$ cat src/hdl/bgc_pkg.sv
// Shared types, constants and register map of the button gesture classifier.
package bgc_pkg;

    localparam int TIMER_WIDTH_DEF = 16;
    localparam int COUNT_WIDTH_DEF = 8;

    localparam int DEBOUNCE_W = 8;
    localparam int TICKS_W    = 16;

    localparam int APB_ADDR_W = 4;
    localparam int APB_DATA_W = 32;

    localparam logic [DEBOUNCE_W-1:0] DEBOUNCE_RST = 8'd25;
    localparam logic [TICKS_W-1:0]    LONG_RST     = 16'd3000;
    localparam logic [TICKS_W-1:0]    WINDOW_RST   = 16'd500;
    localparam logic [TICKS_W-1:0]    BLINK_RST    = 16'd500;

    localparam logic [1:0] REG_DEBOUNCE = 2'd0;
    localparam logic [1:0] REG_LONG     = 2'd1;
    localparam logic [1:0] REG_WINDOW   = 2'd2;
    localparam logic [1:0] REG_BLINK    = 2'd3;

    typedef enum logic [2:0] {
        CODE_ONE        = 3'd0,
        CODE_TWO        = 3'd1,
        CODE_THREE      = 3'd2,
        CODE_SETUP_ONE  = 3'd3,
        CODE_SETUP_TWO  = 3'd4,
        CODE_MANY       = 3'd5
    } t_code;

    typedef struct packed {
        logic [DEBOUNCE_W-1:0] debounce_ticks;
        logic [TICKS_W-1:0]    long_press_ticks;
        logic [TICKS_W-1:0]    window_ticks;
        logic [TICKS_W-1:0]    blink_ticks;
    } t_cfg;

    typedef struct packed {
        logic  led_b;
        logic  led_a;
        logic  setup_active;
        t_code decision_code;
        logic  decision_valid;
    } t_result;

endpackage

$ cat src/hdl/bgc_cfg.sv
// APB register file holding the four timing registers.
module bgc_cfg (
    input  logic                               i_clk,
    input  logic                               i_rst_n,
    input  logic                               psel,
    input  logic                               penable,
    input  logic                               pwrite,
    input  logic [bgc_pkg::APB_ADDR_W-1:0]     paddr,
    input  logic [bgc_pkg::APB_DATA_W-1:0]     pwdata,
    output logic [bgc_pkg::APB_DATA_W-1:0]     prdata,
    output logic                               pready,
    output bgc_pkg::t_cfg                      o_cfg
);

    bgc_pkg::t_cfg r_cfg;
    logic [1:0]    reg_idx;
    logic          wr_en;

    assign pready  = 1'b1;
    assign reg_idx = paddr[bgc_pkg::APB_ADDR_W-1:2];
    assign wr_en   = psel && penable && pwrite && pready;
    assign o_cfg   = r_cfg;

    always_ff @(posedge i_clk) begin
        if (!i_rst_n) begin
            r_cfg.debounce_ticks   <= bgc_pkg::DEBOUNCE_RST;
            r_cfg.long_press_ticks <= bgc_pkg::LONG_RST;
            r_cfg.window_ticks     <= bgc_pkg::WINDOW_RST;
            r_cfg.blink_ticks      <= bgc_pkg::BLINK_RST;
        end else if (wr_en) begin
            case (reg_idx)
                bgc_pkg::REG_DEBOUNCE:
                    r_cfg.debounce_ticks   <= pwdata[bgc_pkg::DEBOUNCE_W-1:0];
                bgc_pkg::REG_LONG:
                    r_cfg.long_press_ticks <= pwdata[bgc_pkg::TICKS_W-1:0];
                bgc_pkg::REG_WINDOW:
                    r_cfg.window_ticks     <= pwdata[bgc_pkg::TICKS_W-1:0];
                bgc_pkg::REG_BLINK:
                    r_cfg.blink_ticks      <= pwdata[bgc_pkg::TICKS_W-1:0];
                default: ;
            endcase
        end
    end

    always_comb begin
        case (reg_idx)
            bgc_pkg::REG_DEBOUNCE:
                prdata = bgc_pkg::APB_DATA_W'(r_cfg.debounce_ticks);
            bgc_pkg::REG_LONG:
                prdata = bgc_pkg::APB_DATA_W'(r_cfg.long_press_ticks);
            bgc_pkg::REG_WINDOW:
                prdata = bgc_pkg::APB_DATA_W'(r_cfg.window_ticks);
            bgc_pkg::REG_BLINK:
                prdata = bgc_pkg::APB_DATA_W'(r_cfg.blink_ticks);
            default:
                prdata = '0;
        endcase
    end

endmodule

$ cat src/hdl/bgc_core.sv
// Gesture state registers and the one-tick update logic.
module bgc_core #(
    parameter int TIMER_WIDTH = bgc_pkg::TIMER_WIDTH_DEF,
    parameter int COUNT_WIDTH = bgc_pkg::COUNT_WIDTH_DEF
) (
    input  logic             i_clk,
    input  logic             i_rst_n,
    input  bgc_pkg::t_cfg    i_cfg,
    input  logic             i_step,
    input  logic             i_edge_req,
    input  logic             i_programming_busy,
    output bgc_pkg::t_result o_res
);

    localparam int CMP_W = (TIMER_WIDTH > bgc_pkg::TICKS_W) ? TIMER_WIDTH : bgc_pkg::TICKS_W;

    logic                          r_pressed,   n_pressed;
    logic                          r_lock_act,  n_lock_act;
    logic [bgc_pkg::DEBOUNCE_W-1:0] r_lock_cnt, n_lock_cnt;
    logic                          r_hold_run,  n_hold_run;
    logic [TIMER_WIDTH-1:0]        r_hold_cnt,  n_hold_cnt;
    logic                          r_win_run,   n_win_run;
    logic [TIMER_WIDTH-1:0]        r_win_cnt,   n_win_cnt;
    logic                          r_pending,   n_pending;
    logic [COUNT_WIDTH-1:0]        r_press,     n_press;
    logic                          r_setup,     n_setup;
    logic                          r_blink_run, n_blink_run;
    logic [TIMER_WIDTH-1:0]        r_blink_cnt, n_blink_cnt;
    logic [1:0]                    r_led,       n_led;

    always_comb begin
        n_pressed   = r_pressed;
        n_lock_act  = r_lock_act;
        n_lock_cnt  = r_lock_cnt;
        n_hold_run  = r_hold_run;
        n_hold_cnt  = r_hold_cnt;
        n_win_run   = r_win_run;
        n_win_cnt   = r_win_cnt;
        n_pending   = r_pending;
        n_press     = r_press;
        n_setup     = r_setup;
        n_blink_run = r_blink_run;
        n_blink_cnt = r_blink_cnt;
        n_led       = r_led;
        o_res.decision_valid = 1'b0;
        o_res.decision_code  = bgc_pkg::CODE_ONE;

        // advance running timers, saturating
        if (n_lock_act) begin
            if (n_lock_cnt != '1) n_lock_cnt = n_lock_cnt + 1'b1;
            if (n_lock_cnt >= i_cfg.debounce_ticks) begin
                n_lock_act = 1'b0;
                n_lock_cnt = '0;
            end
        end
        if (n_hold_run) begin
            if (n_hold_cnt != '1) n_hold_cnt = n_hold_cnt + 1'b1;
            if (CMP_W'(n_hold_cnt) >= CMP_W'(i_cfg.long_press_ticks)) begin
                n_hold_run = 1'b0;
                n_hold_cnt = '0;
                if (n_pressed) begin
                    n_press     = '0;
                    n_setup     = 1'b1;
                    n_blink_run = 1'b1;
                end
            end
        end
        if (n_win_run) begin
            if (n_win_cnt != '1) n_win_cnt = n_win_cnt + 1'b1;
            if (CMP_W'(n_win_cnt) >= CMP_W'(i_cfg.window_ticks)) begin
                n_win_cnt = '0;
                n_pending = 1'b1;
            end
        end
        // blink may have been started by the hold timer in this same tick
        if (n_blink_run) begin
            if (n_blink_cnt != '1) n_blink_cnt = n_blink_cnt + 1'b1;
            if (CMP_W'(n_blink_cnt) >= CMP_W'(i_cfg.blink_ticks)) begin
                n_blink_cnt = '0;
                n_led       = ~n_led;
            end
        end

        if (i_edge_req && !i_programming_busy && !n_lock_act) begin
            n_pressed = ~n_pressed;
            if (n_pressed && n_press != '1) n_press = n_press + 1'b1;
            n_lock_act  = 1'b1;
            n_lock_cnt  = '0;
            n_hold_cnt  = '0;
            n_win_cnt   = '0;
            n_blink_cnt = '0;
            if (!n_setup) n_hold_run = 1'b1;
            n_win_run = 1'b1;
        end

        if (n_pending && n_press != '0) begin
            n_pending = 1'b0;
            if (!n_pressed) begin
                o_res.decision_valid = 1'b1;
                // every decision stops all timers
                n_hold_run  = 1'b0;
                n_win_run   = 1'b0;
                n_blink_run = 1'b0;
                n_lock_act  = 1'b0;
                n_lock_cnt  = '0;
                if (n_setup) begin
                    if (n_press == COUNT_WIDTH'(1)) begin
                        o_res.decision_code = bgc_pkg::CODE_SETUP_ONE;
                        n_led   = 2'b01;
                        n_setup = 1'b0;
                    end else if (n_press == COUNT_WIDTH'(2)) begin
                        o_res.decision_code = bgc_pkg::CODE_SETUP_TWO;
                        n_led   = 2'b00;
                        n_setup = 1'b0;
                    end else begin
                        o_res.decision_code = bgc_pkg::CODE_MANY;
                        n_led     = 2'b00;
                        n_pressed = 1'b0;
                        n_press   = '0;
                    end
                end else begin
                    if (n_press == COUNT_WIDTH'(1)) begin
                        o_res.decision_code = bgc_pkg::CODE_ONE;
                        n_led = 2'b11;
                    end else if (n_press == COUNT_WIDTH'(2)) begin
                        o_res.decision_code = bgc_pkg::CODE_TWO;
                        n_led[0] = 1'b1;
                    end else if (n_press == COUNT_WIDTH'(3)) begin
                        o_res.decision_code = bgc_pkg::CODE_THREE;
                        n_led[1] = 1'b1;
                    end else begin
                        o_res.decision_code = bgc_pkg::CODE_MANY;
                        n_pressed = 1'b0;
                        n_press   = '0;
                    end
                end
            end
        end

        o_res.setup_active = n_setup;
        o_res.led_a        = n_led[0];
        o_res.led_b        = n_led[1];
    end

    always_ff @(posedge i_clk) begin
        if (!i_rst_n) begin
            r_pressed   <= 1'b0;
            r_lock_act  <= 1'b0;
            r_lock_cnt  <= '0;
            r_hold_run  <= 1'b0;
            r_hold_cnt  <= '0;
            r_win_run   <= 1'b0;
            r_win_cnt   <= '0;
            r_pending   <= 1'b0;
            r_press     <= '0;
            r_setup     <= 1'b0;
            r_blink_run <= 1'b0;
            r_blink_cnt <= '0;
            r_led       <= 2'b00;
        end else if (i_step) begin
            r_pressed   <= n_pressed;
            r_lock_act  <= n_lock_act;
            r_lock_cnt  <= n_lock_cnt;
            r_hold_run  <= n_hold_run;
            r_hold_cnt  <= n_hold_cnt;
            r_win_run   <= n_win_run;
            r_win_cnt   <= n_win_cnt;
            r_pending   <= n_pending;
            r_press     <= n_press;
            r_setup     <= n_setup;
            r_blink_run <= n_blink_run;
            r_blink_cnt <= n_blink_cnt;
            r_led       <= n_led;
        end
    end

    a_hold_outside_setup: assert property (@(posedge i_clk) disable iff (!i_rst_n)
        r_setup |-> !r_hold_run)
        else $error("long-press timer running in setup mode");

    a_blink_in_setup: assert property (@(posedge i_clk) disable iff (!i_rst_n)
        r_blink_run |-> r_setup)
        else $error("blink running outside setup mode");

    a_lock_cnt_idle: assert property (@(posedge i_clk) disable iff (!i_rst_n)
        !r_lock_act |-> r_lock_cnt == '0)
        else $error("lockout count left over after lockout ended");

    a_hold_stops_on_step: assert property (@(posedge i_clk) disable iff (!i_rst_n)
        !i_step |=> $stable(r_press) && $stable(r_setup))
        else $error("gesture state changed without an accepted beat");

endmodule

$ cat src/hdl/button_gesture_classifier.sv
// Button gesture classifier: debounce, multi-click counting and long press.
//
// Input stream: one beat per tick. tdata bit 0 edge_req, bit 1 programming_busy.
// Output stream: one beat for every input beat, carrying the decision and the
// setup/LED levels after that tick. tdata bits from the lowest: decision_valid,
// decision_code[2:0], setup_active, led_a, led_b, one zero pad bit.
// Timing registers sit behind the APB port (debounce, long press, window, blink
// at byte addresses 0x0, 0x4, 0x8, 0xC); write them only while the stream is idle.
//
// An accepted input beat becomes its output beat in the next cycle. One beat is
// accepted every cycle while the receiver keeps taking output beats: the whole
// tick update is a single pass of counters and compares between the state
// registers and the output register, and the output register frees itself in
// the cycle its beat is taken. When the receiver stalls, the held output beat
// stays and input is accepted again as soon as the output register drains.
// Synchronous reset clears all gesture state, empties the output register and
// loads the register defaults (25, 3000, 500, 500 ticks).
module button_gesture_classifier #(
    parameter int TIMER_WIDTH = bgc_pkg::TIMER_WIDTH_DEF,
    parameter int COUNT_WIDTH = bgc_pkg::COUNT_WIDTH_DEF
) (
    input  logic                           i_clk,
    input  logic                           i_rst_n,
    input  logic                           i_s_axis_tvalid,
    output logic                           o_s_axis_tready,
    input  logic [7:0]                     i_s_axis_tdata,  // edge_req, programming_busy
    output logic                           o_m_axis_tvalid,
    input  logic                           i_m_axis_tready,
    // decision_valid, decision_code[2:0], setup_active, led_a, led_b
    output logic [7:0]                     o_m_axis_tdata,
    input  logic                           psel,
    input  logic                           penable,
    input  logic                           pwrite,
    input  logic [bgc_pkg::APB_ADDR_W-1:0] paddr,
    input  logic [bgc_pkg::APB_DATA_W-1:0] pwdata,
    output logic [bgc_pkg::APB_DATA_W-1:0] prdata,
    output logic                           pready
);

    bgc_pkg::t_cfg    cfg;
    bgc_pkg::t_result res;
    bgc_pkg::t_result r_out;
    logic             r_out_valid;
    logic             in_beat;

    assign o_s_axis_tready = !r_out_valid || i_m_axis_tready;
    assign in_beat         = i_s_axis_tvalid && o_s_axis_tready;
    assign o_m_axis_tvalid = r_out_valid;
    assign o_m_axis_tdata  = {1'b0, r_out};

    bgc_cfg u_cfg (
        .i_clk   (i_clk),
        .i_rst_n (i_rst_n),
        .psel    (psel),
        .penable (penable),
        .pwrite  (pwrite),
        .paddr   (paddr),
        .pwdata  (pwdata),
        .prdata  (prdata),
        .pready  (pready),
        .o_cfg   (cfg)
    );

    bgc_core #(
        .TIMER_WIDTH (TIMER_WIDTH),
        .COUNT_WIDTH (COUNT_WIDTH)
    ) u_core (
        .i_clk              (i_clk),
        .i_rst_n            (i_rst_n),
        .i_cfg              (cfg),
        .i_step             (in_beat),
        .i_edge_req         (i_s_axis_tdata[0]),
        .i_programming_busy (i_s_axis_tdata[1]),
        .o_res              (res)
    );

    always_ff @(posedge i_clk) begin
        if (!i_rst_n) begin
            r_out_valid <= 1'b0;
        end else if (in_beat) begin
            r_out_valid <= 1'b1;
        end else if (i_m_axis_tready) begin
            r_out_valid <= 1'b0;
        end
    end

    always_ff @(posedge i_clk) begin
        if (in_beat) begin
            r_out <= res;
        end
    end

    a_beat_lands: assert property (@(posedge i_clk) disable iff (!i_rst_n)
        in_beat |=> o_m_axis_tvalid)
        else $error("accepted beat produced no output beat");

    a_no_overwrite: assert property (@(posedge i_clk) disable iff (!i_rst_n)
        o_m_axis_tvalid && !i_m_axis_tready |-> !in_beat)
        else $error("input accepted over a stalled output beat");

    a_code_idle_zero: assert property (@(posedge i_clk) disable iff (!i_rst_n)
        o_m_axis_tvalid && !r_out.decision_valid |-> r_out.decision_code == bgc_pkg::CODE_ONE)
        else $error("decision code set without a decision");

endmodule

$ cat config.mk
export PLATFORM = sky130hd
export DESIGN_NAME = button_gesture_classifier
export DESIGN_NICKNAME = d
export VERILOG_FILES = /design/src/hdl/bgc_pkg.sv /design/src/hdl/bgc_cfg.sv /design/src/hdl/bgc_core.sv /design/src/hdl/button_gesture_classifier.sv
export SDC_FILE = /design/constraint.sdc
export NUM_CORES = 1
export LEC_CHECK = 0
export BUFFER_PORTS_ARGS = -buffer_cell sky130_fd_sc_hd__clkbuf_2
export CELL_PAD_IN_SITES_DETAIL_PLACEMENT = 1
export CELL_PAD_IN_SITES_GLOBAL_PLACEMENT = 2
export CORE_ASPECT_RATIO = 1.75
export CORE_MARGIN = 4
export CORE_UTILIZATION = 39
export CTS_CLUSTER_SIZE = 30
export DETAILED_ROUTE_END_ITERATION = 10
export PLACE_DENSITY = 0.95
export SETUP_SLACK_MARGIN = 0.4
export SLEW_MARGIN = 5
export SYNTH_ARGS = -nofsm -noshare
export SYNTH_HDL_FRONTEND = slang
export SYNTH_HIERARCHICAL = 1
export SYNTH_SLANG_ARGS = --single-unit
$ cat constraint.sdc
create_clock -name i_clk -period 11.27 [get_ports i_clk]
set_input_delay 1.127 -clock i_clk [delete_from_list [all_inputs] [get_ports i_clk]]
set_output_delay 1.127 -clock i_clk [all_outputs]
set_load 0.01 [all_outputs]
==> impl_metrics.toml <==
[run_status]
outcome = "finished clean"

[placed_design]
gp_congestion = 0.830
post_dp_cell_area_sq_um = 9370
port_buffers = 51
hpwl_microns = 19800
place_ws_ps = 4260

[sta]
max_freq_mhz = 141
fin_crit_sh_pct = 63.0
period_needed_ps = 7100
fin_hold_ws_ps = 477
slew_violations = 0
tns_ps = 0
finalClockSkew_ps = 7.59
post-route-worst-setup-slack_ps = 4170
slew_headroom_pct = 23.6
rsz0062_at_grt = "false"
finalSetupViolations = 0
finalHoldViolations = 0
worst_slew_pin_slew_ps = 1140

[power_and_ir_drop]
p_per_area_nw_per_um2 = 118
ir_drop_uv = 96.1
power_leakage_uw = 0.00428
total_power_uw = 1170

[detailed_routing]
avgRoutedWirePerCell_microns = 18.8
vias = 8021
drt-initial-drc-count = 401
wirelength_microns = 26800
drc = 0
avgViaCountPerCell = 5.64
firstDrtPassIters = 4
ant_nets = 0

[setup_path]
worst-setup-path-type = "reg -> reg"
start_kind = "flop"
crit_fanout = 17
cp.required_ps = 11620
r2r_setup_slack_ps = 4170
rr_startpoint = "u_core/r_hold_cnt[4]$_SDFFE_PN0P_"
ff2ff_path_depth = 23
arrival_ps = 7450
cp-end-kind = "flop"
r2r_end = "u_core/r_press[6]$_SDFFE_PN0P_"

[cells_and_area]
fin_area_sq_um = 9980
finalNetCount = 1222
syn2layout_area_growth_pct = 10.9
diodes = 0
fill_cells = 2760
drive_above_1_share_pct = 12.6

[cts]
cts_tree = "built"
clk_latency_ps = 430
clk_pin_slew_ps = 60
cts_resized = 0
clkSinkCount = 137
cts_hold_buf = 0
root_buffer = "clkbuf_16"
clockBufferDepth = 2
h-tree-depth = 4
cts_buffers = 17
cts_setup_buffers = 0

[synthesis]
netlist.area_leader.share_pct = 28.9
synthArstFlopShare_pct = 0
yosys_warnings = 6
yosysSeqAreaShare_pct = 31.3
synth_area_per_cell_sq_um = 8.28
synth_flop_cell = "dfxtp_1"
yosysTopAreaCell = "dfxtp_1"
synth_area_sq_um = 9000
synth_area_leaders = "dfxtp_1, ha_1, mux2i_1, nand2_1, nor2_1"
ys_types = 80
synth_seq_cells = 137
synth-edff-count = 7
syn_inst = 1087

[grt]
grt_remaining_overflow = 0
grt.busiest_layer = "met2"
met3_usage_pct = 3.57
grt_start_max_net_pins = 88
use_met1_pct = 21.9
grtUsageMet2_pct = 40.0
grt_pass1_vias = 8214
grt_usage_pct = 21.0
grt_pass1_wl_microns = 42300
antenna_found_initial = 0

[die]
core_sq_um = 22700
die_w_microns = 123
die_area_sq_um = 25700
die_h_microns = 209
io_pins = 94
start_util_pct = 39.6
row_count = 73

[hold_path]
min_from = "u_core/r_lock_cnt[6]$_SDFFE_PN0P_"
hold_depth = 1
hp-class = "reg -> reg"
worstHoldEndpoint = "u_core/r_lock_cnt[6]$_SDFFE_PN0P_"

[run]
max_cap_violations = 0
stage by stage:
| stage | cells | util (%) |
|---|---|---|
| after detailed placement | 1391 | 41.2 |
| after CTS | 1423 | 43.9 |
| after floorplan | 1102 | - |
| final | 1423 | 43.9 |
| after global placement | 1391 | 41.2 |
| after global routing | 1423 | 43.9 |
registers in the layout, indices dropped and copies added, names as in the netlist:
register / count
u_core/r_win_run: 1
o_m_axis_tdata: 7
u_core/r_blink_run: 1
u_core/r_win_cnt: 16
u_core/r_setup: 1
u_core/r_lock_act: 1
u_core/r_blink_cnt: 16
o_m_axis_tvalid: 1
u_cfg/o_cfg: 56
u_core/r_pending: 1
u_core/r_hold_run: 1
u_core/r_press: 8
u_core/r_lock_cnt: 8
u_core/r_pressed: 1
u_core/r_led: 2
u_core/r_hold_cnt: 16
Yosys cell counts (3+ instances only):
library cell,instances
o31ai_1,9
clkbuf_1,32
and4_1,12
nand3b_1,8
o21ai_1,3
mux4_2,8
xnor2_1,26
buf_4,22
a22o_1,13
nor2b_1,25
ha_1,61
buf_2,13
o21a_1,4
dfxtp_1,130
nand3_1,40
a21oi_1,56
or2_2,4
edfxtp_1,7
nand2_1,109
a211oi_1,3
inv_1,80
nor4_1,5
a31oi_1,7
mux2_2,14
mux2i_1,46
and3_1,10
nor3_1,18
nand4_1,19
o211ai_1,11
and2_1,11
a22oi_1,41
or3_1,3
xor2_1,15
conb_1,3
buf_6,3
a21o_1,10
nand2b_1,17
nor2_1,97
o21ai_0,41
cell usage in the layout (no fill, tap or decap), types with 15 or more instances in the layout:
| cell type | count |
|---|---|
| nand2_1 | 109 |
| xnor2_1 | 26 |
| o21ai_0 | 41 |
| nor3_1 | 18 |
| nand4_1 | 19 |
| nor2b_1 | 25 |
| a21oi_1 | 56 |
| nand3_1 | 40 |
| ha_1 | 61 |
| conb_1 | 18 |
| a22oi_1 | 41 |
| mux2i_1 | 46 |
| dfxtp_1 | 130 |
| clkbuf_2 | 50 |
| nor2_1 | 97 |
| xor2_1 | 15 |
| clkbuf_16 | 18 |
| inv_1 | 80 |
| nand2b_1 | 17 |
worst max-delay path by stage:
stage,start,end,cells past startpoint
floorplan,u_core/r_hold_cnt[4]$_SDFFE_PN0P_,o_m_axis_tdata[4]$_DFFE_PP_,24
global placement,u_core/r_hold_cnt[4]$_SDFFE_PN0P_,u_core/r_press[6]$_SDFFE_PN0P_,23
detailed placement,u_core/r_hold_cnt[4]$_SDFFE_PN0P_,u_core/r_press[6]$_SDFFE_PN0P_,23
CTS,u_core/r_hold_cnt[4]$_SDFFE_PN0P_,u_core/r_press[6]$_SDFFE_PN0P_,23
global route,u_core/r_hold_cnt[4]$_SDFFE_PN0P_,u_core/r_press[6]$_SDFFE_PN0P_,23
finish,u_core/r_hold_cnt[4]$_SDFFE_PN0P_,u_core/r_press[6]$_SDFFE_PN0P_,23
routing by layer:
metal | up-vias | share of wire [%]
met5 | - | 0
met4 | 0 | 3.3
met3 | 43 | 2.5
met2 | 130 | 55
met1 | 3990 | 39
li1 | 3858 | -
logic make-up after synthesis:
kind of cell             synth area share (%)
AO/OA/AOI/OAI                            17.5
XOR/XNOR                                 3.99
adder cells (fa/ha/maj)                  8.48
buffers and inverters                    7.77
flip-flops                               31.3
multiplexers                             8.87
other                                   0.125
AND/OR/NAND/NOR                          22.0
critical path, cell delays in order, from the launching register on:
cell	delay (ps)
dfxtp_1	430
and4_1	300
nand4_1	140
nor2_1	370
nand3_1	480
nand2b_1	380
nor2_1	120
xor2_1	160
ha_1	300
and4_1	220
nand4_1	120
o32a_2	460
a21boi_4	470
nor2b_1	120
ha_1	230
and4_1	240
a211o_1	300
or2_0	430
nor2_1	220
a221oi_2	120
o31ai_4	620
inv_2	130
or4_1	440
a21oi_1	190
cell type report:
cell class	instances	area, sq um	share of cell area [%]
multi-input cells	811	5550	55.6
well taps	300	375	3.76
inverters	82	308	3.09
repair buffers	61	330	3.31
clock buffers	20	468	4.69
clock inverters	12	138	1.38
flip-flops and latches	137	2810	28.2
where the power goes:
group | switching, uW | total [uW] | internal [uW]
Combinational | 62.3 | 92.8 | 30.5
Clock | 234 | 580 | 347
Sequential | 6.71 | 502 | 495
Note: power is estimated with default switching activity, not from simulation.
